[src/hw/rtl/loop_trip_count_solver_unit_assert.svh]
// assertion macros for the loop trip count solver
// no dependencies; included by the top level
`ifndef LOOP_TRIP_COUNT_SOLVER_UNIT_ASSERT_SVH
`define LOOP_TRIP_COUNT_SOLVER_UNIT_ASSERT_SVH

// same-cycle implication, disabled while reset is held
`define LTCS_ASSERT_IMPLY(label, clk, rstn, ante, cons, msg) \
    label: assert property (@(posedge clk) disable iff (!(rstn)) (ante) |-> (cons)) \
        else $error(msg);

// next-cycle implication, disabled while reset is held
`define LTCS_ASSERT_NEXT(label, clk, rstn, ante, cons, msg) \
    label: assert property (@(posedge clk) disable iff (!(rstn)) (ante) |=> (cons)) \
        else $error(msg);

`endif

[src/hw/rtl/ltcs_pkg.sv]
// shared types and codes for the loop trip count solver
// no dependencies
`timescale 1ns / 1ps
`default_nettype none

package ltcs_pkg;

    localparam int TRIP_W = 33;

    // comparison kinds
    localparam logic [2:0] OP_SLT = 3'd0;
    localparam logic [2:0] OP_SLE = 3'd1;
    localparam logic [2:0] OP_SGT = 3'd2;
    localparam logic [2:0] OP_SGE = 3'd3;
    localparam logic [2:0] OP_EQ  = 3'd4;
    localparam logic [2:0] OP_NE  = 3'd5;

    // offset added to the distance before the division
    localparam logic [1:0] OFF_NONE = 2'd0;
    localparam logic [1:0] OFF_DM1  = 2'd1;
    localparam logic [1:0] OFF_D    = 2'd2;

    // decoded comparison rule
    typedef struct packed {
        logic       ok;      // step direction and opcode allow a count
        logic       exact;   // eq / ne: remainder must be zero
        logic       strict;  // count is zero when distance <= 0 (else < 0)
        logic [1:0] offsel;
    } dec_t;

    // control that rides along the divider
    typedef struct packed {
        logic known;
        logic zero;
        logic exact;
    } ctl_t;

endpackage

`default_nettype wire

[src/hw/rtl/ltcs_setup.sv]
// second stage: zero and known decision, dividend formed from distance and offset
// depends on ltcs_pkg
`timescale 1ns / 1ps
`default_nettype none

module ltcs_setup #(
    parameter int EFF_W = 32
) (
    input  wire logic                aclk,
    input  wire logic                aresetn,
    input  wire logic                in_valid,
    input  wire logic                load,
    input  wire logic [EFF_W:0]      span,
    input  wire logic [EFF_W-1:0]    divisor,
    input  wire logic [EFF_W-1:0]    divisor_m1,
    input  wire ltcs_pkg::dec_t      dec,
    output logic                     out_valid,
    output logic [EFF_W:0]           dividend,
    output logic [EFF_W-1:0]         divisor_out,
    output ltcs_pkg::ctl_t           ctl
);
    import ltcs_pkg::*;

    logic [EFF_W-1:0] offset;
    logic [EFF_W+1:0] sum;
    logic             dist_pos;
    logic             dist_neg;

    logic             valid_reg;
    logic [EFF_W:0]   dvd_reg, dvd_next;
    logic [EFF_W-1:0] div_reg;
    ctl_t             ctl_reg, ctl_next;

    assign dist_neg = span[EFF_W];
    assign dist_pos = !span[EFF_W] && (|span);

    always_comb begin
        unique case (dec.offsel)
            OFF_D:   offset = divisor;
            OFF_DM1: offset = divisor_m1;
            default: offset = '0;
        endcase
    end

    // dividend stays below twice the largest distance, one bit above the operands
    assign sum      = {span[EFF_W], span} + {2'b00, offset};
    assign dvd_next = sum[EFF_W:0];

    always_comb begin
        ctl_next.exact = dec.exact;
        ctl_next.known = dec.ok && (!dec.exact || dist_pos);
        ctl_next.zero  = dec.ok && !dec.exact && (dec.strict ? !dist_pos : dist_neg);
    end

    always_ff @(posedge aclk) begin
        if (!aresetn) begin
            valid_reg <= 1'b0;
        end else if (load) begin
            valid_reg <= in_valid;
        end
    end

    always_ff @(posedge aclk) begin
        if (load && in_valid) begin
            dvd_reg <= dvd_next;
            div_reg <= divisor;
            ctl_reg <= ctl_next;
        end
    end

    assign out_valid   = valid_reg;
    assign dividend    = dvd_reg;
    assign divisor_out = div_reg;
    assign ctl         = ctl_reg;

endmodule

`default_nettype wire

[config.mk]
export PLATFORM = sky130hd
export DESIGN_NAME = ltcs_setup
export DESIGN_NICKNAME = d
export VERILOG_FILES = /design/src/hw/rtl/loop_trip_count_solver_unit_assert.svh /design/src/hw/rtl/ltcs_pkg.sv /design/src/hw/rtl/ltcs_setup.sv
export SDC_FILE = /design/constraint.sdc
export NUM_CORES = 1
export LEC_CHECK = 0
export ABC_AREA = 1
export BUFFER_PORTS_ARGS = -buffer_cell sky130_fd_sc_hd__buf_2
export CAP_MARGIN = 20
export CORE_UTILIZATION = 48
export CTS_CLUSTER_DIAMETER = 100
export CTS_CLUSTER_SIZE = 28
export DETAILED_ROUTE_END_ITERATION = 6
export GPL_ROUTABILITY_DRIVEN = 0
export GPL_TIMING_DRIVEN = 1
export PLACE_DENSITY = 0.77
export SLEW_MARGIN = 5
export SYNTH_ARGS = -nofsm -noshare
export SYNTH_HDL_FRONTEND = slang
export SYNTH_SLANG_ARGS = --single-unit
[constraint.sdc]
create_clock -name aclk -period 3.3 [get_ports aclk]
set_input_delay 0.495 -clock aclk [delete_from_list [all_inputs] [get_ports aclk]]
set_output_delay 0.495 -clock aclk [all_outputs]
set_load 0.02 [all_outputs]
==> Word-level counts from Yosys, hierarchy flattened <==
Cells that the tools add are included.
{ "classes": {"addsub": 1, "n_eq_ne": 2, "n_mux": 2, "reduce_logical": 10} }
{ "op_table": {"columns": ["cell", "count"], "rows": [
  ["$pmux W32 S2", 1],
  ["$add A33 B33 Y33", 1],
  ["$reduce_or A33 Y1", 1],
  ["$logic_and A1 B1 Y1", 5],
  ["$logic_not A1 Y1", 3],
  ["$eq A2 B1 Y1 const B", 1],
  ["$eq A2 B2 Y1 const B", 1],
  ["$logic_or A1 B1 Y1", 1],
  ["$mux W1", 1]
]} }
{ "word_totals": {"ff_bits": 69, "in_bits": 106} }

==> Longest topological paths before layout <==
{ "depth": {"ltp_word": 5, "ltp_mapped": 17, "depth_no_buf": 16} }

==> Least setup slack after synthesis <==
OpenSTA, ideal clock, no wires.
{ "synth_timing": {"path_kind": "input port to flip-flop", "startpoint": "input port dec[0] (netlist name)", "endpoint": "register dvd_reg[32] (netlist: dividend[32]) (data pin)", "setup_time_ns": 0.252, "arrival_ns": 2.455, "t_required_ns": 3.048, "path_slack_ns": 0.593, "stages": 16, "path_buffers": 1, "path_cell_list": "inv_1 > ha_1 > clkbuf_1 > a21oi_1 > ha_1 > fa_1 > nand2_1 > nand2_1 > nand3_1 > nand2_2 > nand2_1 > nand2_2 > nand2_1 > nand2_1 > nand2_1 > nand2_1"} }
{ "synth_between": {"elab_chain_len": 3, "elab_cells_between_ends": 4, "cone_classes": "1 x add/sub; 2 x eq/ne; 1 x mux"} }
{ "synth_lines": {"columns": ["element", "line", "rtl"], "rows": [
  ["start, declared", "ltcs_setup.sv:16", "input wire ltcs_pkg::dec_t dec,"],
  ["$eq A2 B1 Y1 or $eq A2 B2 Y1 (tied branches)", "ltcs_setup.sv:38", "unique case (dec.offsel)"],
  ["$pmux W32 S2 (*)", "ltcs_setup.sv:38", null],
  ["$add A33 B33 Y33 (*)", "ltcs_setup.sv:46", "assign sum = {span[EFF_W], span} + {2'b00, offset};"],
  ["named net sum[32]", "ltcs_setup.sv:25", "logic [EFF_W+1:0] sum;"],
  ["end signal, assigned", "ltcs_setup.sv:65", "dvd_reg <= dvd_next;"],
  ["end, declared", "ltcs_setup.sv:30", "logic [EFF_W:0] dvd_reg, dvd_next;"]
]} }
Mark *: on every way through the listed nets, which the timed path passes. The rest lies on a longest branch.
A chain may end at the register's enable or synchronous reset.

==> Worst setup path in the final report <==
Same ends and word-level chain as after synthesis.

==> results.md <==
- Clk Latency, worst-skew pair: 0.35 ns
- Most used cell, CP: nand2_1
- Postcts setup bufs: 0
- Area Growth Syn to Fin: 25.2%
- Status: completed
- Starting Density: 49.5%
- Dpl cells: 1049
- Post_cts resized: 0
- EDFF count, synth: 68
- Cells after synthesis: between 700 and 800
- Synthesized flop and latch total: 69
- Largest net degree at the start of global routing: between 40 and 50
- Slowest stage delay, CP: 0.55 ns
- Hold Vio Cnt, Final: 0
- Final setup vio count: 0
- Routed Antenna Nets: 0
- Fin crit period: approximately 2.7 ns
- R2R depth: 2
- Setup ws final: 0.618 ns
- Sequential cell area fraction in the yosys report: 40.1%
- # port buffers: 174
- Gr ovfl total: 0
- Max Cap Viol: 0
- Asr flop ratio synth: 0%
- Slew Limit Fails: 0
- Drt via density: between 4 and 5
- Reg clk slew, reported paths: 0.08 ns
- Critical-path maximum fanout: 13
- Diode count: 0
- Worst r2r src: out_valid
- Dpl hpwl: 11.7 mm
- CTS tree: built
- RSZ-0062 raised after global routing: no
- HP Class: in2reg
- Setup_tns: 0 ns
- Slew HR: a little under three fifths
- CP max-delay cell: ha_1
- Critical path arrival: approximately 2.8 ns
- Total track usage: 27.1%
- Fill count: 1032
- Post-route insts no fill: 1065
- Vias in the first global route: 4822
- Critical Path, Cell by Cell: buf_2 -> inv_1 -> ha_1 -> buf_4 -> a21oi_1 -> fa_1 -> nand2_1 -> nand2_1 -> nand3_1 -> nand2_2 -> nand2_1 -> nand2_2 -> nand2_1 -> nand2_1 -> nand2_1 -> nand2_1
- Worst reg-to-reg setup slack: 2.71 ns
- Post-Place Worst Slack: slightly below 0.3 ns
- Top_reg_cell synth: edfxtp_1
- Slew @ Worst Pin: 0.665 ns
- Leakage: 3.54 nW
- Syn_area_per_cell: 6.92 um2
- Levels on crit path: 16
- Reg-to-Reg End: out_valid
- # DRC: 0
- Mapped Area: 5140 um2
- Hold-fix buffers, CTS: 0
- Top cells by count, synth: 320 x nand2_1, 129 x inv_1, 68 x edfxtp_1
- CP Launch Type: input port
- Cell taking the most area after synthesis: edfxtp_1
- Die area: 11100 um2
- Crit path kind: in2reg
- Worst VDD drop: approximately 0.00020 V
- WP buf/inv: 3
- Top cells by area, synth: edfxtp_1 40%, nand2_1 23%, inv_1 9.4%
- DRT Wirelength: ~15 mm
- Ports: about 180
- Ys Warns: 0
- Vias: 5198
- Die Span X: 105 um
- Layout Nets: 1065
- Row Count: 37
- Core Area: 10400 um2
- Layout cells sized above 1: 22.4%
- Root Buffer: clkbuf_8
- Antenna violations before repair: 0
- DRT iter0 DRCs: 416
- Crit path from: dec[0]
- Htree depth: 3
- Setup Skew: 0 ns
- Crit end category: flip-flop
- Peak Freq: 373 MHz
- Net count after synthesis: slightly below 900
- Die Y: 105 um
- Routed wire length per instance: ~14 um
- Most common cell in the netlist: nand2_1
- CP endpoint: dividend[32]
- Distinct cells, synth: 21
- Global-route wire length before repair: 23.4 mm
- Yosys top cell area share: 39.7%
- PwrDens: 396 nW/um2
- Cell family with most CP delay: adder cells
- CTS Buffer Depth: 2
- CTS sink cnt: around 70
- Critical Path RT: 3.42 ns
- Largest register FFs: 33
- Num CTS Buffers: 9
- Final worst path period share: roughly four fifths
- First-pass iteration count of the detailed router: 5
## routing by layer
layer	vias to the layer above	global-route usage, %	wire [um]
met4	0	7.85	320
li1	2660	-	-
met2	204	42.9	6420
met5	-	0	0
met1	2313	37.9	6830
met3	21	5.01	1050
## worst reg2reg max path: cells and delay by family, from the launching register on
family / cells / cell delay, ns
AO/OA/AOI/OAI: 1 / 0.13
flip-flops: 1 / 0.34
AND/OR/NAND/NOR: 1 / 0.05
## metrics by stage
step	total power [mW]	hold WS [ns]	utilization [%]	instance area [um2]
2_1_floorplan	1.54	0.544	-	5140
5_1_grt	2.69	0.306	62.0	6430
6_report	2.55	0.328	62.0	6430
3_3_place_gp	1.78	0.466	59.9	6210
3_5_place_dp	1.78	0.474	59.9	6210
4_1_cts	2.56	0.310	62.0	6430
## final cells by class
type	count	area [um2]	share of cell area, %
Multi-Input combinational cell	535	2560	39.8
Sequential cell	69	2060	32.1
Timing Repair Buffer	180	941	14.6
Inverter	129	484	7.53
Tap cell	136	170	2.65
Clock buffer	10	128	1.98
Clock inverter	6	88.8	1.38
## cell usage in the layout (no fill, tap or decap), drive strengths merged
master      n
or2         2
bufinv      2
nor3        4
inv       129
nand4       3
edfxtp     68
clkinvlp    2
nand3      26
clkbuf     10
nand2     331
xnor2       2
a21boi      1
dfxtp       1
o21bai      1
clkinv      2
xor2       13
o21ai       1
ha         34
nor2       61
a21o        1
fa          1
buf       180
a21oi      54
## cells by family after synthesis
group / Yosys count / share of synthesized area (%)
xor gates and xnor gates: 15 / 2.56
adders and majority gates: 35 / 8.67
buffers and inverters: 138 / 10.1
DFF: 69 / 40.1
and+or+nand+nor: 427 / 32.8
AOI/OAI and AO/OA: 58 / 5.80
## how the worst min path moves through the flow
stage / startpoint / to / cells past startpoint
4_1_cts: divisor[25] / divisor_out[25] / 1
6_report: divisor[25] / divisor_out[25] / 1
2_1_floorplan: out_valid / out_valid / 2
3_5_place_dp: out_valid / out_valid / 2
3_3_place_gp: out_valid / out_valid / 2
5_1_grt: divisor[30] / divisor_out[30] / 1
## report_power, final
part           leakage, nW  total, mW  switching [mW]  internal [mW]
Clock                0.102      0.775           0.349          0.426
Combinational         2.79      0.698           0.455          0.243
Sequential           0.644       1.07          0.0190           1.06
Total                 3.54       2.55           0.823           1.72
Note: power is estimated with default switching activity, not from simulation.
