===== config.mk =====
export PLATFORM = sky130hd
export DESIGN_NAME = ltcs_decode
export DESIGN_NICKNAME = d
export VERILOG_FILES = /design/src/hw/rtl/loop_trip_count_solver_unit_assert.svh /design/src/hw/rtl/ltcs_pkg.sv /design/src/hw/rtl/ltcs_decode.sv
export SDC_FILE = /design/constraint.sdc
export NUM_CORES = 1
export LEC_CHECK = 0
export BUFFER_PORTS_ARGS = -buffer_cell sky130_fd_sc_hd__buf_2
export CAP_MARGIN = 15
export CORE_AREA = 2 2 204 106
export DETAILED_ROUTE_END_ITERATION = 12
export DIE_AREA = 0 0 206 108
export GPL_TIMING_DRIVEN = 0
export HOLD_SLACK_MARGIN = 0.06
export PLACE_DENSITY = 0.58
export SETUP_SLACK_MARGIN = 0.05
export SLEW_MARGIN = 20
export SYNTH_ARGS = -nofsm -noshare
export SYNTH_HDL_FRONTEND = slang
export SYNTH_SLANG_ARGS = --single-unit

===== constraint.sdc =====
create_clock -name aclk -period 8.7 [get_ports aclk]
set_clock_uncertainty 0.2 [all_clocks]
set_input_delay 0.87 -clock aclk [delete_from_list [all_inputs] [get_ports aclk]]
set_output_delay 0.87 -clock aclk [all_outputs]
set_load 0.01 [all_outputs]

===== src/hw/rtl/loop_trip_count_solver_unit_assert.svh =====
// assertion macros for the loop trip count solver
// no dependencies; included by the top level
`ifndef LOOP_TRIP_COUNT_SOLVER_UNIT_ASSERT_SVH
`define LOOP_TRIP_COUNT_SOLVER_UNIT_ASSERT_SVH

// same-cycle implication, disabled while reset is held
`define LTCS_ASSERT_IMPLY(label, clk, rstn, ante, cons, msg) \
    label: assert property (@(posedge clk) disable iff (!(rstn)) (ante) |-> (cons)) \
        else $error(msg);

// next-cycle implication, disabled while reset is held
`define LTCS_ASSERT_NEXT(label, clk, rstn, ante, cons, msg) \
    label: assert property (@(posedge clk) disable iff (!(rstn)) (ante) |=> (cons)) \
        else $error(msg);

`endif


===== src/hw/rtl/ltcs_pkg.sv =====
// shared types and codes for the loop trip count solver
// no dependencies
`timescale 1ns / 1ps
`default_nettype none

package ltcs_pkg;

    localparam int TRIP_W = 33;

    // comparison kinds
    localparam logic [2:0] OP_SLT = 3'd0;
    localparam logic [2:0] OP_SLE = 3'd1;
    localparam logic [2:0] OP_SGT = 3'd2;
    localparam logic [2:0] OP_SGE = 3'd3;
    localparam logic [2:0] OP_EQ  = 3'd4;
    localparam logic [2:0] OP_NE  = 3'd5;

    // offset added to the distance before the division
    localparam logic [1:0] OFF_NONE = 2'd0;
    localparam logic [1:0] OFF_DM1  = 2'd1;
    localparam logic [1:0] OFF_D    = 2'd2;

    // decoded comparison rule
    typedef struct packed {
        logic       ok;      // step direction and opcode allow a count
        logic       exact;   // eq / ne: remainder must be zero
        logic       strict;  // count is zero when distance <= 0 (else < 0)
        logic [1:0] offsel;
    } dec_t;

    // control that rides along the divider
    typedef struct packed {
        logic known;
        logic zero;
        logic exact;
    } ctl_t;

endpackage

`default_nettype wire


===== src/hw/rtl/ltcs_decode.sv =====
// first stage: operand narrowing, step direction, distance and rule decode
// depends on ltcs_pkg
`timescale 1ns / 1ps
`default_nettype none

module ltcs_decode #(
    parameter int EFF_W = 32
) (
    input  wire logic                aclk,
    input  wire logic                aresetn,
    input  wire logic                in_valid,
    input  wire logic                load,
    input  wire logic [31:0]         start_value,
    input  wire logic [31:0]         step_amount,
    input  wire logic [31:0]         limit_value,
    input  wire logic                adds_step,
    input  wire logic [2:0]          opcode,
    input  wire logic                exit_when_true,
    output logic                     out_valid,
    output logic [EFF_W:0]           span,
    output logic [EFF_W-1:0]         divisor,
    output logic [EFF_W-1:0]         divisor_m1,
    output ltcs_pkg::dec_t           dec
);
    import ltcs_pkg::*;

    logic [EFF_W-1:0] init_w;
    logic [EFF_W-1:0] step_w;
    logic [EFF_W-1:0] bound_w;
    logic [EFF_W:0]   init_x;
    logic [EFF_W:0]   bound_x;
    logic             positive;
    logic             step_nz;

    logic             valid_reg;
    logic [EFF_W:0]   dist_reg, dist_next;
    logic [EFF_W-1:0] div_reg, div_next;
    logic [EFF_W-1:0] dm1_reg, dm1_next;
    dec_t             dec_reg, dec_next;

    assign init_w  = start_value[EFF_W-1:0];
    assign step_w  = step_amount[EFF_W-1:0];
    assign bound_w = limit_value[EFF_W-1:0];
    assign init_x  = {init_w[EFF_W-1], init_w};
    assign bound_x = {bound_w[EFF_W-1], bound_w};

    assign step_nz  = |step_w;
    assign positive = adds_step ? !step_w[EFF_W-1] : step_w[EFF_W-1];

    // distance measured in the direction of travel
    assign dist_next = positive ? (bound_x - init_x) : (init_x - bound_x);
    // magnitude of the step and magnitude minus one, side by side
    assign div_next  = step_w[EFF_W-1] ? (~step_w + EFF_W'(1)) : step_w;
    assign dm1_next  = step_w[EFF_W-1] ? ~step_w : (step_w - EFF_W'(1));

    always_comb begin
        dec_next = '0;
        unique case (opcode)
            OP_SLT: begin
                dec_next.ok     = positive;
                dec_next.strict = 1'b1;
                dec_next.offsel = exit_when_true ? OFF_DM1 : OFF_NONE;
            end
            OP_SLE: begin
                dec_next.ok     = positive;
                dec_next.offsel = OFF_D;
            end
            OP_SGT: begin
                dec_next.ok     = exit_when_true && !positive;
                dec_next.strict = 1'b1;
                dec_next.offsel = OFF_DM1;
            end
            OP_SGE: begin
                dec_next.ok     = exit_when_true && !positive;
                dec_next.offsel = OFF_D;
            end
            OP_EQ: begin
                dec_next.ok     = exit_when_true;
                dec_next.exact  = 1'b1;
            end
            OP_NE: begin
                dec_next.ok     = !exit_when_true;
                dec_next.exact  = 1'b1;
            end
            default: begin
                dec_next.ok     = 1'b0;
            end
        endcase
        dec_next.ok = dec_next.ok && step_nz;
    end

    always_ff @(posedge aclk) begin
        if (!aresetn) begin
            valid_reg <= 1'b0;
        end else if (load) begin
            valid_reg <= in_valid;
        end
    end

    always_ff @(posedge aclk) begin
        if (load && in_valid) begin
            dist_reg <= dist_next;
            div_reg  <= div_next;
            dm1_reg  <= dm1_next;
            dec_reg  <= dec_next;
        end
    end

    assign out_valid  = valid_reg;
    assign span       = dist_reg;
    assign divisor    = div_reg;
    assign divisor_m1 = dm1_reg;
    assign dec        = dec_reg;

endmodule

`default_nettype wire


# Word-level counts from Yosys, hierarchy flattened
# Index checks and enable logic that the tools add are counted.
# word_totals
reg_bits	103
latchBits	0
ram_bits	0
rom_bits	0
inputBits	105
word_cells	41
memories	0
# classes
add_sub_neg	4
n_mul	0
n_div	0
order_cmp	0
eq_ne	5
shift	0
mux	9
n_bitwise	1
reduce_logical	13
# op_table
cell	n
$sub A32 B32 Y33	2
$mux W33	1
$add A32 B1 Y32 const B	1
$mux W32	1
$not A32 Y32	1
$reduce_or A32 Y1	1
$sub A32 B1 Y32 const B	1
$mux W31	1
$reduce_or A2 Y1	5
$eq A3 B2 Y1 const B	2
$eq A3 B3 Y1 const B	2
$pmux W2 S3	1
$mux W1	4
$pmux W1 S4	1
$eq A3 B1 Y1 const B	1
$logic_and A1 B1 Y1	3
$logic_not A1 Y1	3
$logic_not A3 Y1	1

# Depth between registers and ports, before layout
# logic_depth
ltp_word	6
mapped_depth	10
ltp_nobuf	10

# Least setup slack after synthesis
# OpenSTA, ideal clock, no wires.
# synth_path
path_type	in2reg
startpoint	input port in_valid
endpoint	register dec_reg (netlist bit dec[0]), enable pin
setup_time_ps	473
arrival_ps	3240
slack_ps	4788
cell_stages	1
path_buffers	0
path_cell_list	and2_1
# synth_between
elab_chain_len	1
# synth_lines
element	line	text
start: declaration	ltcs_decode.sv:11	input wire logic in_valid,
$logic_and A1 B1 Y1	ltcs_decode.sv:101	if (load && in_valid) begin
end signal: assignment	ltcs_decode.sv:105	dec_reg <= dec_next;
end: declaration	ltcs_decode.sv:39	dec_t dec_reg, dec_next;
# Every way passes these cells.
# A chain may end at the register's enable or synchronous reset.

# Final worst setup path
# layout_path
startpoint	input port step_amount[31]
endpoint	register dist_reg[31] (netlist: span[31]) (data pin)
# layout_between
elab_chain_len	3
# layout_lines
element	line	text
start: declaration	ltcs_decode.sv:14	input wire logic [31:0] step_amount,
$logic_not A1 Y1	ltcs_decode.sv:48	assign positive = adds_step ? !step_w[EFF_W-1] : step_w[EFF_W-1];
$mux W1 (*)	ltcs_decode.sv:48	
$mux W33 (*)	ltcs_decode.sv:51	assign dist_next = positive ? (bound_x - init_x) : (init_x - bound_x);
via dist_next[31]	ltcs_decode.sv:36	logic [EFF_W:0] dist_reg, dist_next;
end signal: assignment	ltcs_decode.sv:102	dist_reg <= dist_next;
end: declaration	ltcs_decode.sv:36	
# The timed path passes the listed nets; every way through them passes the cells marked *.

==> flow_summary.ini <==
[worst_setup_path]
crit_start = step_amount[31]
critPathLaunchType = primary input
path_max_fanout = 10
required_ns = 8.60
reg2regPathDepth = 2
critical_path_class = primary input to flip-flop
r2r_slack_ns = 7.81
regToRegEndpoint = out_valid
cp.arrival_ns = 3.65
rr_startpoint = out_valid
end_kind = flip-flop
worstSetupEndpoint = span[31]

[yosys]
synth_compound_area_frac = 0.175
ys_seq_area_frac = 0.393
synthXorXnorAreaFrac = 0.105
synth.mux.area_fraction = 0.0104
syn_nets = 1020
synthesis.area_um2 = 7850
ys_warn_count = 0
synth_fa_ha_area_frac = 0.109
synth_flop_cell = edfxtp_1
ys_seq_elements = 103
synth_top_family_by_area = compound AO/OA/AOI/OAI gates
syn_area_per_cell_um2 = 9.26
yosys.area_share.simple = 0.151
synth_cell_types = 70
synthArstFlopShare = 0
synth_edf_count = 102
synth_cells = 848

[clock_network]
cts-htree-levels = 3
clock-root-buffer = clkbuf_16
cts_resized = 0
clk_pin_slew_ns = 0.07
clk_latency_ns = 0.35
clockBufferDepth = 2
cts_hold_buffers = 0
clock_sinks = 103
cts_tree = built
cts_buffers = 9
cts_setup_buffers = 0

[finish]
drive_above_1_share = 0.226
nets = 1232
diodes = 0
area_growth_pct = 21.5
largest_reg_flops = 33

[global_routing]
grt_max_degree = 60
grt_pass1_wl_mm = 35.2
grt_usage = 0.204
grt_antenna_before_repair = 0
grt_pass1_vias = 6700
grt-ovfl-total = 0

[timing]
fmax_ghz = 0.267
worst_pin_slew_ns = 0.970
relSlewSlack = 0.351
min_period_over_period = 0.431
setup_viol = 0
setup_tns_ns = 0
maxSlewViolCount = 0
rsz0062_at_grt = false
finalHoldViolations = 0
min_period_ns = 3.75
setup_ws_ns = 4.95

[die]
die_w_um = 206
io_pins = 208
initial_utilization = 0.387
die_area_um2 = 22200
core_um2 = 20300
num_rows = 37
die_h_um = 108

[detailed_routing]
vias = 7035
drc = 0
drt_iter0_markers = 313
vias_per_cell = 5.26
wl_mm = 22.7
wl_per_cell_um = 17.0
firstDrtPassIters = 5
ant_nets = 0

[flow_run]
maxCapViolations = 0

[power]
total_power_w = 0.00152
p_leak_nw = 4.04
irDropWorstVdd_v = 0.0000795
p_per_area_nw_per_um2 = 159

[placement]
port_buffers = 200
gp_congestion = 0.941
dp_hpwl_mm = 18.0
place_ws_ns = 4.64

[outcome]
outcome = complete, no violations

[hold_path]
hold_class = flip-flop to flip-flop
[cells by family after synthesis]
| kind of cell | count (synthesis) |
|---|---|
| simple gates | 245 |
| compound gates | 218 |
| buf+inv | 115 |
| flops | 103 |
| xor+xnor | 92 |
| fa+ha+maj | 67 |
| mux | 8 |
[Yosys cell counts, types with 7 or more instances]
library cell | count | area [um^2]
a21oi_1 | 69 | 345
o211ai_1 | 9 | 67.6
nand2b_1 | 12 | 75.1
nand2_1 | 65 | 244
mux2i_1 | 7 | 70.1
o21ai_0 | 53 | 265
nor2b_1 | 15 | 93.8
buf_2 | 7 | 35.0
o21a_1 | 10 | 75.1
edfxtp_1 | 102 | 3060
nand4_1 | 15 | 93.8
ha_1 | 65 | 813
or3_1 | 10 | 62.6
a211oi_1 | 8 | 60.1
a31oi_1 | 8 | 50.1
xnor2_1 | 72 | 631
a21o_1 | 14 | 105
xor2_1 | 18 | 158
nor3_1 | 16 | 80.1
nand3_1 | 10 | 50.1
clkbuf_1 | 32 | 120
nor2_1 | 76 | 285
inv_1 | 71 | 267
o31ai_1 | 9 | 67.6
[metrics by stage]
| stage | util | cells | hold slack, ns | cell area [um^2] |
|---|---|---|---|---|
| global placement | 0.453 | 1321 | 0.356 | 9190 |
| detailed placement | 0.455 | 1322 | 0.363 | 9220 |
| finish | 0.470 | 1337 | 0.390 | 9540 |
| floorplan | - | 848 | 0.414 | 7850 |
| global route | 0.470 | 1337 | 0.438 | 9540 |
| CTS | 0.470 | 1337 | 0.386 | 9540 |
[layout by cell type (no fill, tap or decap), types with 12 or more instances in the layout]
master and n:
a21o_1 14, a21oi_1 69, buf_2 207, clkbuf_1 32, edfxtp_1 102, ha_1 65, inv_1 71, nand2_1 65
nand2b_1 12, nand4_1 15, nor2_1 76, nor2b_1 15, nor3_1 16, o21ai_0 53, xnor2_1 72, xor2_1 18
[final cells by class]
cell class              instances  area [um^2]
plain buffers                  44          183
clock buffers                   9          225
clock inverters                 6         92.6
fillers                      2014        10700
inverters                      71          267
multi-input cells             630         4320
flip-flops and latches        103         3080
well taps                     273          342
repair buffers                201         1030
[worst min path at each step]
stage	startpoint	endpoint	slack, ns	cells after the start
after floorplan	out_valid	out_valid	0.41	2
after global placement	out_valid	out_valid	0.36	2
after detailed placement	out_valid	out_valid	0.36	2
after CTS	out_valid	out_valid	0.39	2
after global routing	out_valid	out_valid	0.44	2
final	out_valid	out_valid	0.39	2
[where the power goes]
part / total, W / internal, W / switching, W
logic: 0.000446 / 0.000173 / 0.000274
registers: 0.000623 / 0.000611 / 0.0000121
clock network: 0.000447 / 0.000253 / 0.000193
total: 0.00152 / 0.00104 / 0.000479
[layer usage]
layer	vias up	part of all wire	global-route usage
li1	3431	-	-
met1	3373	0.44	0.262
met2	211	0.48	0.356
met3	20	0.062	0.0392
met4	0	0.012	0.0459
met5	-	0	0
[worst max-delay path, cell delays in order]
cell and delay [ns]:
buf_2 0.12, buf_2 0.20, xnor2_2 0.49, buf_2 0.37, o211ai_1 0.18, o32ai_1 0.88
nor2_1 0.11, nor3_1 0.28, xnor2_1 0.13
Power figures use the tool's default switching activity.
