==> config.mk <==
export PLATFORM = sky130hd
export DESIGN_NAME = ltcs_div_step
export DESIGN_NICKNAME = d
export VERILOG_FILES = /design/src/hw/rtl/loop_trip_count_solver_unit_assert.svh /design/src/hw/rtl/ltcs_pkg.sv /design/src/hw/rtl/ltcs_div_step.sv
export SDC_FILE = /design/constraint.sdc
export NUM_CORES = 1
export LEC_CHECK = 0
export ABC_AREA = 1
export BUFFER_PORTS_ARGS = -buffer_cell sky130_fd_sc_hd__buf_2
export CAP_MARGIN = 20
export CORE_MARGIN = 4
export CORE_UTILIZATION = 35
export DETAILED_ROUTE_END_ITERATION = 10
export SLEW_MARGIN = 20
export SYNTH_ARGS = -nofsm -noshare
export SYNTH_HDL_FRONTEND = slang
export SYNTH_SLANG_ARGS = --single-unit
==> constraint.sdc <==
create_clock -name aclk -period 2.92 [get_ports aclk]
set_input_delay 0.584 -clock aclk [delete_from_list [all_inputs] [get_ports aclk]]
set_output_delay 0.584 -clock aclk [all_outputs]
set_load 0.1 [all_outputs]
==> src/hw/rtl/loop_trip_count_solver_unit_assert.svh <==
// assertion macros for the loop trip count solver
// no dependencies; included by the top level
`ifndef LOOP_TRIP_COUNT_SOLVER_UNIT_ASSERT_SVH
`define LOOP_TRIP_COUNT_SOLVER_UNIT_ASSERT_SVH

// same-cycle implication, disabled while reset is held
`define LTCS_ASSERT_IMPLY(label, clk, rstn, ante, cons, msg) \
    label: assert property (@(posedge clk) disable iff (!(rstn)) (ante) |-> (cons)) \
        else $error(msg);

// next-cycle implication, disabled while reset is held
`define LTCS_ASSERT_NEXT(label, clk, rstn, ante, cons, msg) \
    label: assert property (@(posedge clk) disable iff (!(rstn)) (ante) |=> (cons)) \
        else $error(msg);

`endif

==> src/hw/rtl/ltcs_pkg.sv <==
// shared types and codes for the loop trip count solver
// no dependencies
`timescale 1ns / 1ps
`default_nettype none

package ltcs_pkg;

    localparam int TRIP_W = 33;

    // comparison kinds
    localparam logic [2:0] OP_SLT = 3'd0;
    localparam logic [2:0] OP_SLE = 3'd1;
    localparam logic [2:0] OP_SGT = 3'd2;
    localparam logic [2:0] OP_SGE = 3'd3;
    localparam logic [2:0] OP_EQ  = 3'd4;
    localparam logic [2:0] OP_NE  = 3'd5;

    // offset added to the distance before the division
    localparam logic [1:0] OFF_NONE = 2'd0;
    localparam logic [1:0] OFF_DM1  = 2'd1;
    localparam logic [1:0] OFF_D    = 2'd2;

    // decoded comparison rule
    typedef struct packed {
        logic       ok;      // step direction and opcode allow a count
        logic       exact;   // eq / ne: remainder must be zero
        logic       strict;  // count is zero when distance <= 0 (else < 0)
        logic [1:0] offsel;
    } dec_t;

    // control that rides along the divider
    typedef struct packed {
        logic known;
        logic zero;
        logic exact;
    } ctl_t;

endpackage

`default_nettype wire

==> src/hw/rtl/ltcs_div_step.sv <==
// one registered restoring division step: one quotient bit per stage
// depends on ltcs_pkg
`timescale 1ns / 1ps
`default_nettype none

module ltcs_div_step #(
    parameter int EFF_W = 32
) (
    input  wire logic                aclk,
    input  wire logic                aresetn,
    input  wire logic                in_valid,
    input  wire logic                load,
    input  wire logic [EFF_W-1:0]    rem_in,
    input  wire logic [EFF_W:0]      rq_in,
    input  wire logic [EFF_W-1:0]    divisor_in,
    input  wire ltcs_pkg::ctl_t      ctl_in,
    output logic                     out_valid,
    output logic [EFF_W-1:0]         rem_out,
    output logic [EFF_W:0]           rq_out,
    output logic [EFF_W-1:0]         divisor_out,
    output ltcs_pkg::ctl_t           ctl_out
);
    import ltcs_pkg::*;

    logic [EFF_W:0]   trial;
    logic [EFF_W:0]   diff;
    logic             ge;

    logic             valid_reg;
    logic [EFF_W-1:0] rem_reg, rem_next;
    logic [EFF_W:0]   rq_reg, rq_next;
    logic [EFF_W-1:0] div_reg;
    ctl_t             ctl_reg;

    // dividend bits leave at the top of rq, quotient bits enter at the bottom
    assign trial    = {rem_in, rq_in[EFF_W]};
    assign diff     = trial - {1'b0, divisor_in};
    assign ge       = trial >= {1'b0, divisor_in};
    assign rem_next = ge ? diff[EFF_W-1:0] : trial[EFF_W-1:0];
    assign rq_next  = {rq_in[EFF_W-1:0], ge};

    always_ff @(posedge aclk) begin
        if (!aresetn) begin
            valid_reg <= 1'b0;
        end else if (load) begin
            valid_reg <= in_valid;
        end
    end

    always_ff @(posedge aclk) begin
        if (load && in_valid) begin
            rem_reg <= rem_next;
            rq_reg  <= rq_next;
            div_reg <= divisor_in;
            ctl_reg <= ctl_in;
        end
    end

    assign out_valid   = valid_reg;
    assign rem_out     = rem_reg;
    assign rq_out      = rq_reg;
    assign divisor_out = div_reg;
    assign ctl_out     = ctl_reg;

endmodule

`default_nettype wire
# After elaboration in Yosys (flattened, before gate mapping)
# Index checks and enable logic that the tools add are counted.
[op_classes]
addsub = 1
magnitude_cmp = 1
mux = 1
reduce_logical = 1
[ops]
columns = ["cell", "n"]
rows = [
  ["greater-or-equal comparator 33 x 32 -> 1 bit", 1],
  ["2-to-1 mux 32 bit", 1],
  ["subtractor 32 bit", 1],
  ["logical AND 1 bit", 1],
]
[totals]
register_bits = 101
input_bits = 104
output_inout_bits = 101
word_cells = 11

# Logic depth before layout (Yosys ltp)
# Gate-level depths: netlist (run 1).
[logic_depth]
ltp_word = 2
depth_mapped = 16
depth_no_buf = 14

# Least setup slack after synthesis (run 1)
# No wires, ideal clock.
[synth_path]
path_type = "input -> register"
startpoint = "input port load"
endpoint = "register ctl_reg (netlist bit ctl_out[0]) (enable)"
setup_time_ns = 0.454
arrival_ns = 2.573
required_time_ns = 2.466
path_slack_ns = -0.106
stages = 2
path_buffers = 0
path_cell_list = "nand2_1 inv_1"
[synth_between]
elab_chain_len = 1
[synth_rtl]
columns = ["element", "line_no", "source"]
rows = [
  ["start: declaration", "ltcs_div_step.sv:12", "input wire logic load,"],
  ["logical AND 1 bit", "ltcs_div_step.sv:51", "if (load && in_valid) begin"],
  ["end signal: assignment", "ltcs_div_step.sv:55", "ctl_reg <= ctl_in;"],
  ["end: declaration", "ltcs_div_step.sv:33", "ctl_t ctl_reg;"],
]
# No other way between the ends.
# A chain may end at the register's enable or synchronous reset.

# Worst setup path in the final report (run 1)
[layout_path]
startpoint = "input port rq_in[32]"
endpoint = "register rem_reg[28], in the netlist rem_out[28], data pin"
[layout_between]
elab_chain_len = 2
elab_cells_between_ends = 3
cone_classes = "1 x add/sub; 1 x order compare; 1 x mux"
[layout_rtl]
columns = ["element", "line_no", "source"]
rows = [
  ["start: declaration", "ltcs_div_step.sv:14", "input wire logic [EFF_W:0] rq_in,"],
  ["subtractor 32 bit or greater-or-equal comparator 33 x 32 -> 1 bit (tied branches)", "ltcs_div_step.sv:37, ltcs_div_step.sv:38", ""],
  ["2-to-1 mux 32 bit (*)", "ltcs_div_step.sv:39", "assign rem_next = ge ? diff[EFF_W-1:0] : trial[EFF_W-1:0];"],
  ["named net rem_next[28]", "ltcs_div_step.sv:30", "logic [EFF_W-1:0] rem_reg, rem_next;"],
  ["end signal: assignment", "ltcs_div_step.sv:52", "rem_reg <= rem_next;"],
  ["end: declaration", "ltcs_div_step.sv:30", ""],
]
# Mark *: on every way through the listed nets, which the timed path passes. The rest lies on a longest branch.

==> summary.txt, run 1 <==
Synth
  • Simple-gate share of the synthesized area: 0.303
  • Synth Instances: 755
  • Largest family of logic cells by synthesized area: simple AND/OR/NAND/NOR gates
  • Adder-cell share of the synthesized area: 0.0672
  • Netlist cell types: 29
  • Synth Register Bits: 101
  • Syn nets: 892
  • Syn Std Cell Area: 6250 um2
  • Mux cell area share after synthesis: 0
  • XOR/XNOR share of the synthesized area: 0.0196
  • Sequential area share after synthesis: 0.483
  • Yosys warning total: 0
  • Post-synthesis compound-gate area fraction: 0.0220
  • Syn Area/Cell: 8.28 um2

Clocking
  • Root buffer cell: clkbuf_16
  • Hold_buf cts: 0
  • CTS Sinks: 101
  • Max H-tree Level: 3
  • Worst-path clk slew: 0.08 ns
  • Post-CTS sizing: 0
  • Clk buf depth: 2
  • Clock Latency Late Sink: 0.35 ns
  • Setup Buffers After CTS: 0
  • CTS Buf Count: 9
  • CTS tree: yes

Critical path
  • Worst Path Required: 3.03 ns
  • Worst-path fanout max: 3
  • Setup crit start kind: primary input
  • Critical Path AT: 2.46 ns
  • Setup CP Type: primary input to flip-flop
  • Nature of the critical path endpoint: flip-flop

STA
  • Worst hold slack: 0.400 ns
  • Period utilization: 0.804
  • Final setup fails: 0
  • Sum of negative setup slack: 0 ns
  • Final Slew Violations: 0
  • Worst-Margin Slew: 0.502 ns
  • Slew HR: 0.668
  • Unrepaired setup endpoints after global routing: no
  • Worst Clk Skew: 0 ns
  • Tmin final: 2.35 ns
  • Final Hold Vio Count: 0
  • Max Clk Rate: 426 MHz

Power
  • Post-layout total power: 4.62 mW
  • Cell-internal power: 2.68 mW
  • Switch share: 0.419
  • Clk pwr share: 0.255
  • PD cells: 590 nW/um2
  • VDD IR max: 0.322 mV
  • Logic pwr share: 0.364
  • Seq pwr share: 0.381
  • Pleak: 4.10 nW
  • Net Sw Power: 1.93 mW

Layout
  • P&R area growth vs syn: 25.2%
  • Layout cells sized above 1: 0.275
  • Most common cell after layout, fill and taps aside: nand2_1
  • Most frequent cells in the layout: nand2_1 (267), buf_2 (204), inv_1 (149)
  • Number of diodes: 0
  • Filler cell count: 1830
  • Fin cells: 1197
  • Layout Nets: 1104
  • Finished Cell Area: 7830 um2

Placement
  • Area after DPL: 7540 um2
  • HPWL Detailed: 13.7 mm
  • Port bufs: 204
  • Final GP Congestion: 0.902
  • Placed cells: 1181

Floorplanning
  • Total die area: 20100 um2
  • Core Rows: 48
  • Initial Utilization: 0.359
  • Ports: 205
  • Die Height: 142 um
  • Placeable Area: 17400 um2
  • Die W: 142 um

Global route
  • Total grt overflow: 0
  • Vias in the first global route: 5319
  • Antenna violations before repair: 0
  • Largest net degree at the start of global routing: 65
  • GRT Total Usage: 0.171
  • First-pass GRT wire length: 27.0 mm

Route
  • Total routed wirelength: 17.0 mm
  • Wire length per cell: 14.2 um
  • Antenna Violating Nets Remaining: 0
  • Initial DRC Count: 253
  • Vias per cell: 4.43
  • Drt drc: 0
  • DR vias: 5300
  • Drt pass-1 iters: 5

Flow run
  • Maxcap violations: 0

Worst hold path
  • Hold Path Class: primary input to flip-flop

Status
  • Status: finished, final reports clean
[cell usage after synthesis, drive strengths merged]
cell type | instances | area share
nand2 | 282 | 0.18
inv | 152 | 0.091
edfxtp | 100 | 0.48
nand3 | 67 | 0.066
nor2 | 40 | 0.026
ha | 32 | 0.064
a21oi | 21 | 0.017
xor2 | 13 | 0.018
nand3b | 11 | 0.013
buf | 10 | 0.014
nor3 | 9 | 0.0088
and2 | 8 | 0.0080
a21o | 2 | 0.0024
nand4 | 2 | 0.0020
o21ai | 2 | 0.0016
a21boi | 1 | 0.0012
dfxtp | 1 | 0.0032
fa | 1 | 0.0032
xnor2 | 1 | 0.0014
[worst max-delay path, cell delays in order]
cell and delay, ns:
buf_2 0.07, inv_1 0.04, ha_1 0.21, fa_1 0.41
inv_1 0.14, nand3_1 0.08, nand3_1 0.16, nand3_1 0.09
nand2_1 0.23, nand2_1 0.15, nand2_1 0.10, nand2_1 0.06
nand3_2 0.06, nand2_1 0.06
[cell type report]
type | count | area (um2) | area share
Tap cell | 225 | 282 | 0.0359
Clock inverter | 7 | 67.6 | 0.00862
Inverter | 152 | 574 | 0.0733
Clock buffer | 9 | 225 | 0.0287
Sequential cell | 101 | 3020 | 0.386
Multi-Input combinational cell | 492 | 2580 | 0.329
Timing Repair Buffer | 211 | 1090 | 0.139
[worst paths after layout]
check | startpoint | to | slack (ns) | cells after the start
worst max-delay path | rq_in[32] | rem_out[28] | 0.57 | 14
worst min register to register | out_valid | out_valid | 0.47 | 2
worst min-delay path | rq_in[25] | rq_out[26] | 0.40 | 1
worst max register to register | out_valid | out_valid | 2.35 | 2
[sequential cells by signal, summed over array words and instances, names as in the netlist]
signal	cells
ctl_out	3
divisor_out	32
out_valid	1
rem_out	32
rq_out	33
[stage by stage]
step                 util  setup WS [ns]
floorplan               -          0.376
CTS                 0.450          0.615
detailed placement  0.433          0.244
finish              0.450          0.573
global route        0.450          0.442
global placement    0.433          0.237
[routing by layer]
layer,wire [um],track usage
met5,0,0
met4,127,0.0348
met3,1130,0.0377
met2,7880,0.286
met1,7890,0.229
[power by group through the flow]
stage                     clock network [mW]  registers (mW)  logic (mW)
after floorplan                            0            2.61       0.546
after global placement                     0            1.79        1.68
after detailed placement                   0            1.79        1.69
after CTS                               1.23            1.76        1.69
after global routing                    1.29            1.77        1.81
final                                   1.18            1.76        1.68
[kinds of logic (layout without fill, tap and decap cells)]
logic type,after synthesis,after routing
compound gates,26,26
xor+xnor,14,14
fa+ha+maj,33,33
buf+inv,162,379
flops,101,101
simple gates,419,419
Note: power is estimated with default switching activity, not from simulation.
==> run 2: changes to the inputs <==
- ABC_AREA: 1 -> 0
- clock period: 2.92 -> 2.35 ns (I/O delays scaled with it)
==> summary.txt, run 2 <==
Status
  • Failing checks: negative setup slack
  • Status: finished with violations (was finished, final reports clean)

STA
  • Sum of negative setup slack: -3.12 ns (was 0 ns)
  • Tmin final: 2.52 ns
  • Unrepaired setup endpoints after global routing: yes (was no)
  • Final setup fails: 32 (was 0)
  • Slew HR: 0.584 (was 0.668)
  • Period utilization: 1.07
  • Fin worst setup slack: -0.168 ns (was 0.573 ns)
  • Final Slew Violations: 0 (unchanged)
  • Worst Clk Skew: 0 ns (unchanged)
  • Max Clk Rate: 397 MHz
  • Final Hold Vio Count: 0 (unchanged)
  • Worst-Margin Slew: 0.618 ns (was 0.502 ns)

Route
  • Total routed wirelength: 15.2 mm (was 17.0 mm)
  • Antenna Violating Nets Remaining: 0 (unchanged)
  • Initial DRC Count: 219 (was 253)
  • Wire length per cell: 16.1 um (was 14.2 um)
  • Vias per cell: 4.76 (was 4.43)
  • Drt drc: 0 (unchanged)
  • DR vias: 4498 (was 5300)
  • Drt pass-1 iters: 5 (unchanged)

Critical path
  • Setup CP Type: primary input to flip-flop (unchanged)
  • Worst-path fanout max: 6 (was 3)
  • Critical Path, Cell by Cell: buf_4 > ha_4 > a21oi_2 > o21ai_2 > a21oi_2 > o31a_2 > o21ai_2 > o311a_1 > o22ai_4 > buf_6 > buf_12 > inv_4 > a2bb2oi_2 (was buf_2 > inv_1 > ha_1 > fa_1 > inv_1 > nand3_1 > nand3_1 > nand3_1 > nand2_1 > nand2_1 > nand2_1 > nand2_1 > nand3_2 > nand2_1)
  • Top Family by Delay on Critical Path: compound AO/OA/AOI/OAI gates (was simple AND/OR/NAND/NOR gates)
  • Worst Path Required: 2.46 ns (was 3.03 ns)
  • Slowest CP cell: o311a_1 (was fa_1)
  • Nature of the critical path endpoint: flip-flop (unchanged)
  • Buf/Inv on CP: 4 (was 3)
  • Worst path max stage delay: 0.38 ns (was 0.41 ns)
  • Setup crit start kind: primary input (unchanged)
  • Critical Path AT: 2.63 ns (was 2.46 ns)

Layout
  • Util after Layout: 0.588 (was 0.450)
  • P&R area growth vs syn: 62.3% (was 25.2%)
  • Multi-input logic area: 2370 um2 (was 2580 um2)
  • Layout cells sized above 1: 0.573 (was 0.275)
  • Number of diodes: 0 (unchanged)
  • Most frequent cells in the layout: buf_2 (195), buf_4 (107), edfxtp_1 (100) (was nand2_1 (267), buf_2 (204), inv_1 (149))
  • Register area: 3020 um2 (unchanged)
  • Finished Cell Area: 8290 um2 (was 7830 um2)
  • Filler cell count: 1208 (was 1830)
  • Max reg flops: 33 (unchanged)
  • Most common cell after layout, fill and taps aside: buf_2 (was nand2_1)
  • Layout Nets: 897 (was 1104)

Synth
  • Syn Area/Cell: 11.8 um2 (was 8.28 um2)
  • Synth top cells by count: edfxtp_1 (100), nand2_1 (55), inv_1 (43) (was nand2_1 (267), inv_1 (150), edfxtp_1 (100))
  • Number of enable flip-flop cells after synthesis: 100 (unchanged)
  • Synth Flop Type: edfxtp_1 (unchanged)
  • Post-synth top area cell: edfxtp_1 (unchanged)
  • Top-count cell post-synth: edfxtp_1 (was nand2_1)
  • Synth Register Bits: 101 (unchanged)
  • Syn nets: 571 (was 892)
  • Syn Std Cell Area: 5110 um2 (was 6250 um2)
  • Async SR Flop Fraction: 0 (unchanged)
  • Sequential area share after synthesis: 0.592 (was 0.483)
  • Top cells by area, synth: edfxtp_1 (59%), ha_1 (7.8%), nand2_1 (4.0%) (was edfxtp_1 (48%), nand2_1 (16%), inv_1 (9.0%))
  • Yosys top cell area share: 0.588 (was 0.480)
  • Synth Instances: 434 (was 755)
  • Yosys warning total: 0 (unchanged)
  • Netlist cell types: 44 (was 29)

Global route
  • Vias in the first global route: 4639 (was 5319)
  • First-pass GRT wire length: 23.4 mm (was 27.0 mm)
  • Largest net degree at the start of global routing: 102 (was 65)
  • Antenna violations before repair: 0 (unchanged)
  • Total grt overflow: 0 (unchanged)
  • GRT Total Usage: 0.180 (was 0.171)

Clocking
  • Hold_buf cts: 0 (unchanged)
  • Worst-path clk slew: 0.07 ns (was 0.08 ns)
  • CTS Buf Count: 9 (unchanged)
  • Clock Latency Late Sink: 0.35 ns (about the same)
  • Root buffer cell: clkbuf_16 (unchanged)
  • CTS Sinks: 101 (unchanged)
  • Max H-tree Level: 3 (unchanged)
  • Clk buf depth: 2 (unchanged)
  • CTS tree: yes (unchanged)

Floorplanning
  • Placeable Area: 14100 um2 (was 17400 um2)
  • Core Rows: 43 (was 48)
  • Die W: 129 um (was 142 um)
  • Ports: 205 (unchanged)
  • Initial Utilization: 0.363 (was 0.359)
  • Die Height: 129 um (was 142 um)
  • Total die area: 16600 um2 (was 20100 um2)

Power
  • VDD IR max: 0.329 mV (was 0.322 mV)
  • Pleak: 3.71 nW (was 4.10 nW)
  • PD cells: 752 nW/um2 (was 590 nW/um2)

Placement
  • Port bufs: 204 (unchanged)
  • Area after DPL: 7230 um2 (was 7540 um2)
  • Final GP Congestion: 0.795 (was 0.902)
  • HPWL Detailed: 11.0 mm (was 13.7 mm)

Worst hold path
  • Hold Path Class: primary input to flip-flop (unchanged)

Flow run
  • Maxcap violations: 0 (unchanged)
[run 2: changes by cell type after synthesis, moves of 16 or more]
cell	delta
nand2_1	-212
inv_1	-107
nand3_1	-42
o21ai_0	+36
nor2_1	-24
nand3_2	-16
[run 2: cell families after synthesis]
kind of cell	synth area share
xor gates and xnor gates	0.0480
muxes	0.00196
and+or+nand+nor	0.0813
adders and majority gates	0.0823
DFF	0.592
AOI/OAI and AO/OA	0.153
buffers and inverters	0.0424
[run 2: cell type report]
class,instances,area share
flip-flops and latches,101,0.365
multi-input cells,280,0.286
repair buffers,325,0.263
clock buffers,10,0.0288
well taps,180,0.0272
inverters,43,0.0222
clock inverters,6,0.00785
[run 2: worst paths after layout]
kind | start | cells after the start | to | slack, ns
min | rq_in[28] | 1 | rq_out[29] | 0.28
min reg2reg | out_valid | 2 | out_valid | 0.61
max | rem_in[9] | 13 | rem_out[30] | -0.17
max reg2reg | out_valid | 2 | out_valid | 1.65
[run 2: timing repair]
item,4_1_cts,5_1_grt
buffers inserted,22,5
pin swaps,32,33
cloned,6,1
resized for setup,68,74
setup endpoints to repair,33,33
[run 2: worst reg2reg max path, cell delays in order, from the launching register on]
cell	delay, ns
dfxtp_1	0.31
nor2b_1	0.13
o21a_1	0.16
[run 2: per-layer routing]
layer	vias to the layer above	GRT usage	share of wire
met5	-	0	0
met4	0	0.0605	0.010
met3	11	0.0506	0.082
met2	143	0.294	0.48
met1	2096	0.232	0.43
li1	2248	-	-
[run 2: stage by stage]
| step | std cells | total power [mW] | setup WS (ns) | hold slack [ns] |
|---|---|---|---|---|
| detailed placement | 901 | 4.44 | -0.661 | 0.617 |
| finish | 945 | 6.23 | -0.168 | 0.285 |
| global placement | 901 | 4.41 | -0.550 | 0.559 |
| CTS | 944 | 6.20 | -0.133 | 0.267 |
| floorplan | 434 | 3.86 | -0.265 | 0.569 |
| global route | 945 | 6.52 | -0.259 | 0.262 |
[run 2: report_power, final]
part / switching (mW) / total [mW] / internal [mW]
logic: 1.73 / 2.54 / 0.802
clock network: 0.715 / 1.49 / 0.779
registers: 0.0337 / 2.20 / 2.17
==> run 3: changes to the inputs <==
- CTS_BUF_LIST: not set -> sky130_fd_sc_hd__clkbuf_8 sky130_fd_sc_hd__clkbuf_16
- GPL_TIMING_DRIVEN: not set -> 1
- REMOVE_ABC_BUFFERS: not set -> 1
==> summary.txt, run 3 (synthesis results as in run 2) <==
Layout
  • Filler cell count: 1183 (was 1208)
  • Layout Nets: 912 (was 897)
  • Multi-input logic area: 2310 um2 (was 2370 um2)
  • Most common cell after layout, fill and taps aside: buf_2 (unchanged)
  • P&R area growth vs syn: 62.3% (unchanged)
  • Register area: 3020 um2 (unchanged)
  • Fin cells: 960 (was 945)
  • Layout cells sized above 1: 0.560 (was 0.573)
  • Number of diodes: 0 (unchanged)
  • Most frequent cells in the layout: buf_2 (193), buf_4 (126), edfxtp_1 (100) (was buf_2 (195), buf_4 (107), edfxtp_1 (100))
  • Max reg flops: 33 (unchanged)

Worst hold path
  • Hold Path Class: primary input to flip-flop (unchanged)
  • Hold path endpoint: rq_out[29] (unchanged)
  • Hold Path Origin: rq_in[28] (unchanged)
  • Worst hold stages: 1 (unchanged)

Clocking
  • CTS Sinks: 101 (unchanged)
  • Clock Latency Late Sink: 0.34 ns (was 0.35 ns)
  • Max H-tree Level: 3 (unchanged)
  • Root buffer cell: clkbuf_16 (unchanged)
  • Hold_buf cts: 0 (unchanged)
  • Worst-path clk slew: 0.07 ns (about the same)
  • Clk buf depth: 2 (unchanged)
  • CTS tree: yes (unchanged)
  • CTS Buf Count: 9 (unchanged)

Floorplanning
  • Initial Utilization: 0.363 (unchanged)
  • Placeable Area: 14100 um2 (unchanged)
  • Die W: 129 um (unchanged)
  • Total die area: 16600 um2 (unchanged)
  • Ports: 205 (unchanged)
  • Die Height: 129 um (unchanged)
  • Core Rows: 43 (unchanged)

Critical path
  • Buf/Inv on CP: 3 (was 4)
  • Setup crit start kind: primary input (unchanged)
  • Setup CP Type: primary input to flip-flop (unchanged)
  • Critical Path, Cell by Cell: buf_8 > ha_4 > a21oi_4 > o21ai_4 > a21oi_2 > o31a_2 > o21ai_2 > o311a_1 > o22ai_4 > buf_4 > bufbuf_16 > o21ai_1 (was buf_4 > ha_4 > a21oi_2 > o21ai_2 > a21oi_2 > o31a_2 > o21ai_2 > o311a_1 > o22ai_4 > buf_6 > buf_12 > inv_4 > a2bb2oi_2)
  • Worst path max stage delay: 0.38 ns (about the same)
  • R2R Setup Slk: 1.67 ns (was 1.65 ns)
  • Worst-path fanout max: 10 (was 6)
  • Top Family by Delay on Critical Path: compound AO/OA/AOI/OAI gates (unchanged)
  • Nature of the critical path endpoint: flip-flop (unchanged)
  • Reg-to-reg critical path startpoint: out_valid (unchanged)
  • Worst Path Required: 2.44 ns (was 2.46 ns)
  • Slowest CP cell: o311a_1 (unchanged)
  • R2r endpoint: out_valid (unchanged)
  • Critical Path AT: 2.63 ns (about the same)
  • FF-to-FF path depth: 2 (unchanged)

Power
  • Pleak: 3.76 nW (was 3.71 nW)
  • PD cells: 744 nW/um2 (was 752 nW/um2)
  • VDD IR max: 0.330 mV (was 0.329 mV)

Global route
  • Largest net degree at the start of global routing: 67 (was 102)
  • Total grt overflow: 0 (unchanged)
  • Vias in the first global route: 4675 (was 4639)
  • Antenna violations before repair: 0 (unchanged)
  • GRT Total Usage: 0.171 (was 0.180)
  • First-pass GRT wire length: 22.6 mm (was 23.4 mm)

Placement
  • Post-Place Worst Slack: -0.690 ns (was -0.661 ns)
  • HPWL Detailed: 10.9 mm (was 11.0 mm)
  • Port bufs: 204 (unchanged)
  • Final GP Congestion: 0.833 (was 0.795)
  • Placed cells: 914 (was 901)

STA
  • Final Hold Vio Count: 0 (unchanged)
  • Max Clk Rate: 395 MHz (was 397 MHz)
  • Tmin final: 2.53 ns (was 2.52 ns)
  • Fin worst setup slack: -0.183 ns (was -0.168 ns)
  • Final Slew Violations: 0 (unchanged)
  • Worst-Margin Slew: 0.519 ns (was 0.618 ns)
  • Period utilization: 1.08 (was 1.07)
  • Final setup fails: 32 (unchanged)
  • Unrepaired setup endpoints after global routing: yes (unchanged)
  • Worst Clk Skew: 0 ns (unchanged)
  • Slew HR: 0.656 (was 0.584)

Flow run
  • Maxcap violations: 0 (unchanged)

Route
  • Drt drc: 0 (unchanged)
  • Wire length per cell: 15.9 um (was 16.1 um)
  • Antenna Violating Nets Remaining: 0 (unchanged)
  • Drt pass-1 iters: 4 (was 5)
  • Vias per cell: 4.79 (was 4.76)
  • DR vias: 4600 (was 4498)
  • Initial DRC Count: 223 (was 219)
  • Total routed wirelength: 15.3 mm (was 15.2 mm)

Status
  • Status: finished with violations (unchanged)
  • Failing checks: negative setup slack (unchanged)
-- run 3: changes by cell type in the layout (fill, tap and decap cells not counted), sizes merged --
cell,before,now
inv,46,45
clkinvlp,0,2
bufbuf,0,1
buf,324,337
-- run 3: how the worst max path moves through the flow --
stage / from / endpoint / slack (ns) / cells after the start
floorplan: in_valid / ctl_out[0] / -0.92 / 1
global placement: divisor_in[2] / rem_out[28] / -0.61 / 12
detailed placement: rem_in[11] / rem_out[3] / -0.69 / 11
CTS: divisor_in[6] / rem_out[30] / -0.20 / 14
global route: rq_in[32] / rem_out[28] / -0.28 / 13
finish: rem_in[1] / rem_out[24] / -0.18 / 12
-- run 3: where the power goes --
| group | internal (mW) | total (mW) | switching, mW | leakage (nW) |
|---|---|---|---|---|
| Sequential | 2.17 | 2.20 | 0.0338 | 0.942 |
| Combinational | 0.815 | 2.54 | 1.72 | 2.69 |
| Clock | 0.732 | 1.42 | 0.692 | 0.132 |
| Total | 3.72 | 6.17 | 2.45 | 3.76 |
-- run 3: area by class of cell --
class,instances,share of cell area
Clock buffer,9,0.0272
Tap cell,180,0.0272
Multi-Input combinational cell,280,0.279
Timing Repair Buffer,340,0.275
Sequential cell,101,0.365
Clock inverter,7,0.00679
Inverter,43,0.0210
-- run 3: routing by layer --
layer | vias to the layer above | part of all wire | routed length, um | track usage
met5 | - | 0 | 0 | 0
li1 | 2261 | - | - | -
met3 | 16 | 0.061 | 929 | 0.0270
met1 | 2169 | 0.43 | 6500 | 0.216
met4 | 0 | 0.015 | 231 | 0.0550
met2 | 154 | 0.50 | 7610 | 0.301
-- run 3: through the flow --
| step | utilization | area, um2 | hold slack [ns] | TNS (ns) | total power [mW] |
|---|---|---|---|---|---|
| floorplan | - | 5050 | 0.569 | -116.88 | 3.80 |
| global placement | 0.506 | 7140 | 0.551 | -17.45 | 4.38 |
| detailed placement | 0.506 | 7140 | 0.563 | -20.58 | 4.41 |
| CTS | 0.568 | 8000 | 0.281 | -4.68 | 6.08 |
| global route | 0.588 | 8290 | 0.282 | -7.35 | 6.42 |
| finish | 0.588 | 8290 | 0.298 | -4.54 | 6.17 |
-- run 3: timing repair --
action,CTS,global route
cloned,3,2
gates resized for setup,71,72
pin swaps,27,45
setup buffers,21,8
endpoints found under the setup margin,33,33
